<file path="config.mk">
export PLATFORM = sky130hd
export DESIGN_NAME = ldwc_ctrl
export DESIGN_NICKNAME = d
export VERILOG_FILES = /design/src/rtl/line_duplicate_word_checker_unit_macros.svh /design/src/rtl/ldwc_pkg.sv /design/src/rtl/ldwc_ctrl.sv
export SDC_FILE = /design/constraint.sdc
export NUM_CORES = 1
export LEC_CHECK = 0
export ABC_AREA = 1
export BUFFER_PORTS_ARGS = -buffer_cell sky130_fd_sc_hd__buf_2
export CORE_AREA = 2 2 39 41
export DETAILED_ROUTE_END_ITERATION = 6
export DIE_AREA = 0 0 41 43
export PLACE_DENSITY = 0.62
export SLEW_MARGIN = 20
export SYNTH_ARGS = -nofsm -noshare
export SYNTH_HDL_FRONTEND = slang
export SYNTH_SLANG_ARGS = --single-unit
export TNS_END_PERCENT = 1
</file>
<file path="constraint.sdc">
create_clock -name clk -period 1.16 [get_ports clk]
set_input_delay 0.116 -clock clk [delete_from_list [all_inputs] [get_ports clk]]
set_output_delay 0.116 -clock clk [all_outputs]
set_load 0.01 [all_outputs]
</file>
<file path="src/rtl/line_duplicate_word_checker_unit_macros.svh">
// Assertion macros shared by the duplicate word checker RTL.
// Needs a clk and an active-low rst_n in the including module.
`ifndef LINE_DUPLICATE_WORD_CHECKER_UNIT_MACROS_SVH
`define LINE_DUPLICATE_WORD_CHECKER_UNIT_MACROS_SVH

// Same-cycle implication, checked out of reset.
`define LDWC_ASSERT_NOW(label, ante, cons, msg) \
  label: assert property (@(posedge clk) disable iff (!rst_n) (ante) |-> (cons)) \
    else $error(msg);

// Next-cycle implication, checked out of reset.
`define LDWC_ASSERT_NEXT(label, ante, cons, msg) \
  label: assert property (@(posedge clk) disable iff (!rst_n) (ante) |=> (cons)) \
    else $error(msg);

`endif

</file>
<file path="src/rtl/ldwc_pkg.sv">
// Shared constants and controller/datapath interface types for the
// duplicate word checker. No dependencies.
package ldwc_pkg;

  localparam int MAX_WORD_LEN = 19;
  localparam int MAX_WORDS    = 32;

  localparam int LEN_W      = $clog2(MAX_WORD_LEN + 1);
  localparam int CNT_W      = $clog2(MAX_WORDS + 1);
  localparam int SLOT_W     = $clog2(MAX_WORDS);
  // one spare slot holds a word that finds the line full
  localparam int CHAR_DEPTH = (MAX_WORDS + 1) * MAX_WORD_LEN;
  localparam int ADDR_W     = $clog2(CHAR_DEPTH);

  localparam int OUT_TDATA_W = 40;

  localparam logic [7:0] CH_SPACE   = 8'd32;
  localparam logic [7:0] CH_NEWLINE = 8'd10;

  typedef struct packed {
    logic accept_char;
    logic accept_delim;
    logic rd_len;
    logic next_slot;
    logic rd_char;
    logic next_char;
    logic set_dup;
    logic store_word;
    logic emit;
  } ldwc_cmd_t;

  typedef struct packed {
    logic in_delim;
    logic in_nl;
    logic in_word;
    logic nl_pend;
    logic slots_done;
    logic line_ok;
    logic len_eq;
    logic chars_done;
    logic char_eq;
    logic out_free;
  } ldwc_sts_t;

endpackage

</file>
<file path="src/rtl/ldwc_ctrl.sv">
// Controller state machine of the duplicate word checker: sequences
// byte intake, slot-by-slot word compares, store and emit. Uses ldwc_pkg.
module ldwc_ctrl (
  input  logic                 clk,
  input  logic                 rst_n,
  input  logic                 in_tvalid,
  output logic                 in_tready,
  input  ldwc_pkg::ldwc_sts_t  sts,
  output ldwc_pkg::ldwc_cmd_t  cmd
);
  import ldwc_pkg::*;

  typedef enum logic [2:0] {
    S_IDLE,
    S_SLOT,
    S_LEN,
    S_CH_RD,
    S_CH_CMP,
    S_STORE,
    S_EMIT
  } state_t;

  state_t state_r;
  state_t state_nxt;

  always_comb begin
    cmd       = '0;
    state_nxt = state_r;
    unique case (state_r)
      S_IDLE: begin
        if (in_tvalid) begin
          if (!sts.in_delim) begin
            cmd.accept_char = 1'b1;
          end else begin
            cmd.accept_delim = 1'b1;
            if (sts.in_word) begin
              state_nxt = S_SLOT;
            end else if (sts.in_nl) begin
              state_nxt = S_EMIT;
            end
          end
        end
      end
      S_SLOT: begin
        // a bad line cannot get worse: skip straight to store
        if (sts.slots_done || !sts.line_ok) begin
          state_nxt = S_STORE;
        end else begin
          cmd.rd_len = 1'b1;
          state_nxt  = S_LEN;
        end
      end
      S_LEN: begin
        if (sts.len_eq) begin
          state_nxt = S_CH_RD;
        end else begin
          cmd.next_slot = 1'b1;
          state_nxt     = S_SLOT;
        end
      end
      S_CH_RD: begin
        if (sts.chars_done) begin
          cmd.set_dup   = 1'b1;
          cmd.next_slot = 1'b1;
          state_nxt     = S_SLOT;
        end else begin
          cmd.rd_char = 1'b1;
          state_nxt   = S_CH_CMP;
        end
      end
      S_CH_CMP: begin
        if (sts.char_eq) begin
          cmd.next_char = 1'b1;
          state_nxt     = S_CH_RD;
        end else begin
          cmd.next_slot = 1'b1;
          state_nxt     = S_SLOT;
        end
      end
      S_STORE: begin
        cmd.store_word = 1'b1;
        state_nxt      = sts.nl_pend ? S_EMIT : S_IDLE;
      end
      S_EMIT: begin
        // hold until the output register can take the beat
        if (sts.out_free) begin
          cmd.emit  = 1'b1;
          state_nxt = S_IDLE;
        end
      end
      default: begin
        state_nxt = S_IDLE;
      end
    endcase
  end

  always_ff @(posedge clk) begin
    if (!rst_n) begin
      state_r <= S_IDLE;
    end else begin
      state_r <= state_nxt;
    end
  end

  assign in_tready = (state_r == S_IDLE);

endmodule

</file>
======== After elaboration in Yosys (flattened, before gate mapping) ========
Index checks and enable logic that the tools add are counted.
cells by class
  equality and inequality tests ........... 10
  muxes and demuxes ....................... 29
  reduce and logical (&&, ||, !) cells .... 4
operators with widths
  kind                                                    count
  2-to-1 mux 3 bit                                        8
  one-hot mux 3 bit (7 select lines)                      1
  2-to-1 mux 1 bit                                        15
  equality test 3 bit (second input constant)             3
  2-to-1 mux 2 bit                                        4
  equality test 3 x 2 -> 1 bit (second input constant)    2
  inequality test 2 bit (second input constant)           2
  AND reduction 4 bit                                     1
  equality test 3 x 1 -> 1 bit (second input constant)    1
  zero test 3 bit                                         1
  inequality test 3 x 1 -> 1 bit (second input constant)  1
  one-hot mux 1 bit (3 select lines)                      1
  inequality test 2 x 1 -> 1 bit (second input constant)  1
  zero test 1 bit                                         1
  logical OR 1 bit                                        1
word-level totals
  input bits .............................. 13
  flip-flop bits (word level) ............. 3
  output and inout port bits .............. 10

======== Logic depth before layout (Yosys ltp) ========
  depth in word-level cells ............... 5
  gate-level depth with buffers ........... 8
  gate-level depth less buffers ........... 8

======== Least setup slack after synthesis ========
OpenSTA, ideal clock, no wires.
  path kind ............................... register to output
  start ................................... register state_r[0]
  end ..................................... output port cmd[8] (netlist bit)
  required time ........................... 1.044 ns
  data arrival time ....................... 0.972 ns
  slack ................................... 0.072 ns
  stages on the path, launching flop included .. 6
  cells stage by stage .................... dfxtp_1 -> nor2_2 -> nand2_2 -> inv_1 -> nand2_1 -> nor2_1
RTL lines
  what                      line              text
  start: declaration        ldwc_ctrl.sv:23   state_t state_r;
  start signal: assignment  ldwc_ctrl.sv:101  state_r <= state_nxt;
  end: declaration          ldwc_ctrl.sv:9    output ldwc_pkg::ldwc_cmd_t cmd

==> results.tsv <==
stage	metric	value	unit
timing	finalSetupTns	-0.4164	ns
setup_path	rr_endpoint	state_r[2]	
worst_hold_path	worstHoldStart	rst_n	
timing	min_period	1.319	ns
place	place_area	478.0	sq um
finish	final-seq-area	68.82	sq um
finish	largest_reg_flops	3	
worst_hold_path	hold_class	input pin to flop	
yosys	yosys_warnings	0	
floorplanning	dieArea	1763	sq um
pwr	peakVddDrop	0.4578	mV
yosys	synth_fp_nets	75	
timing	relSlewSlack	0.8409	
detailed_routing	drtAntennaViolNets	0	
global_route	use_met2	0.2313	
setup_path	reg2reg_slack	0.01	ns
clock_tree	clkTransAtPathRegs	0.04	ns
worst_hold_path	holdPathEnd	state_r[1]	
setup_path	endpoint_kind	output pin	
yosys	synth_area_leaders	dfxtp_1, inv_1, nand2_1	
global_route	antenna_found_initial	0	
timing	rsz0062_at_grt	true	
global_route	grt-busiest-layer	met2	
floorplanning	coreArea	1384	sq um
pwr	p_leak	0.0003438	uW
timing	final.setup_skew	0.0002974	ns
detailed_routing	via_per_inst	4.431	
floorplanning	die_w	41	microns
finish	final_core_util	0.4259	
yosys	syn_area_per_cell	5.489	sq um
finish	reg.largest.list	state_r: 3 flops	
clock_tree	cts_buffers	3	
timing	min_period_over_period	1.137	
finish	fin_area	589.3	sq um
setup_path	worstPathRequired	1.04	ns
place	numPortBuffers	22	
worst_hold_path	holdPathStages	3	
job	max-cap-violations	0	
pwr	p_total	642.3	uW
yosys	yosys.area.top_type	dfxtp_1	
timing	setup_violations	6	
setup_path	cp-start-kind	flop	
floorplanning	die_h	43	microns
finish	nNetsFinal	107	
yosys	synthCells	62	
finish	n_antenna_cell	0	
clock_tree	clockRootBuffer	clkbuf_4	
clock_tree	cts.sinks	3	
global_route	grt_pass1_wl	1.649	mm
timing	fmax	757.9	MHz
clock_tree	htree_num_levels	1	
setup_path	cp_max_fo	7	
pwr	power.density	1090	nW/um^2
finish	syn2layout_area_growth	73.16	%
detailed_routing	vias	483	
timing	setup_slack	-0.1594	ns
floorplanning	initial_core_util	0.2459	
detailed_routing	drt_iter0_drc	4	
clock_tree	cts_tree	done	
setup_path	critical_path_class	flop to output pin	
yosys	synth_area	340.3	sq um
timing	timing_hold_violations_final	0	
status	failed_checks	setup timing	
global_route	grt_usage	0.1403	
yosys	synth_cell_types	15	
yosys	ys_ff_latch	3	
yosys	yosys.area.top_type_share	0.1765	
finish	fillers	150	
timing	slew_violations	0	
status	outcome	finished, violations left	
place	dpl.hpwl	732.8	microns
floorplanning	io_pins	23	
clock_tree	clockBufferDepth	2	
global_route	grt_pass1_vias	426	
detailed_routing	drt_pass1_iterations	3	
finish	largest_register	state_r	
setup_path	r2r_start	state_r[0]	
detailed_routing	post_drt_wl_per_cell	9.670	microns
global_route	use_met1	0.1438	
setup_path	cp.arrival	1.20	ns
place	place_congestion	0.6998	
finish	multiInputGateArea	260.3	sq um
global_route	grt_use_met3	0.04712	
global_route	grt_max_degree	8	
detailed_routing	routed_wirelength	1.054	mm
finish	drive_gt1_frac	0.5376	
yosys	synth.yosys.seq_area_share	0.1765	
setup_path	r2r_cells	8	
floorplanning	rows	14	
clock_tree	clkLatencyLatePin	0.23	ns
detailed_routing	drc	0	
global_route	grt.overflow.total	0	
timing	worst_pin_slew	0.2366	ns
## stage by stage
step / worst slack (ns) / cells / hold WS (ns)
floorplan: 0.07243 / 62 / 0.2697
detailed placement: 0.01921 / 101 / 0.3969
finish: -0.1594 / 109 / 0.1648
CTS: -0.09691 / 108 / 0.1524
global placement: 0.02693 / 101 / 0.3875
global route: -0.1930 / 109 / 0.1673
## layer usage
layer,vias to the layer above,share of wire
met5,-,0
met4,0,0.016
met3,2,0.041
met2,12,0.54
met1,208,0.40
li1,261,-
## cell families (layout without fill, tap and decap cells)
family                 count (synthesis)  count (layout)  share of synthesized area
AO/OA/AOI/OAI                          3               3                    0.05515
AND/OR/NAND/NOR                       39              39                     0.5809
buffers and inverters                 17              48                     0.1875
flip-flops                             3               3                     0.1765
## cell type report
type	count	area share
tap	16	0.03397
timing repair buffer	27	0.2505
inverter	17	0.1125
clock buffer	4	0.04459
multi-input combinational	42	0.4416
sequential	3	0.1168
## Yosys cell counts
cell	count
nor2_1	9
dfxtp_1	3
nor4_1	1
nor2_4	1
inv_2	3
nand4_1	4
nor2_2	3
o221ai_1	1
nand2_2	1
a21oi_1	2
nand2_1	11
nand3_1	5
nor3_1	2
inv_1	14
nor3_2	2
## critical path, cell delays in order, from the launching register on
cell and delay [ns]:
dfxtp_4 0.37, buf_4 0.14, nor4_2 0.29, buf_2 0.18
## how the worst max path moves through the flow
stage,from,to,slack [ns]
3_3_place_gp,state_r[1],state_r[0],0.03
2_1_floorplan,state_r[0],cmd[8],0.07
3_5_place_dp,state_r[0],cmd[8],0.02
4_1_cts,state_r[1],cmd[8],-0.1
6_report,state_r[0],cmd[0],-0.16
5_1_grt,state_r[0],cmd[0],-0.19
## cells in the final DEF, fill, tap and decap left out
| cell | n |
|---|---|
| buf_2 | 22 |
| inv_1 | 13 |
| nand2_1 | 10 |
| nor2_1 | 9 |
| buf_4 | 5 |
| nand4_1 | 4 |
| nand3_1 | 4 |
| inv_2 | 3 |
| nor2_4 | 3 |
| clkbuf_4 | 3 |
| nor3_1 | 2 |
| nand2_2 | 2 |
| a21oi_2 | 2 |
| dfxtp_4 | 2 |
| inv_4 | 1 |
| nor2_2 | 1 |
| nor3_4 | 1 |
| nand3_2 | 1 |
| o221ai_2 | 1 |
| nor4_2 | 1 |
| nor3_2 | 1 |
| clkbuf_1 | 1 |
| dfxtp_2 | 1 |
## power by group
part / internal (uW) / switching, uW / leakage, uW
clock: 129 / 50.5 / 0.0000150
sequential: 118 / 25.8 / 0.0000264
combinational: 141 / 178 / 0.000302
total: 388 / 255 / 0.000344
## timing repair
action / in CTS / in global routing
resized for setup: 12 / 4
endpoints found under the setup margin: 10 / 13
hold buffers: 0 / 0
pin swaps: 2 / 2
setup buffers: 3 / 1
Note: power is estimated with default switching activity, not from simulation.
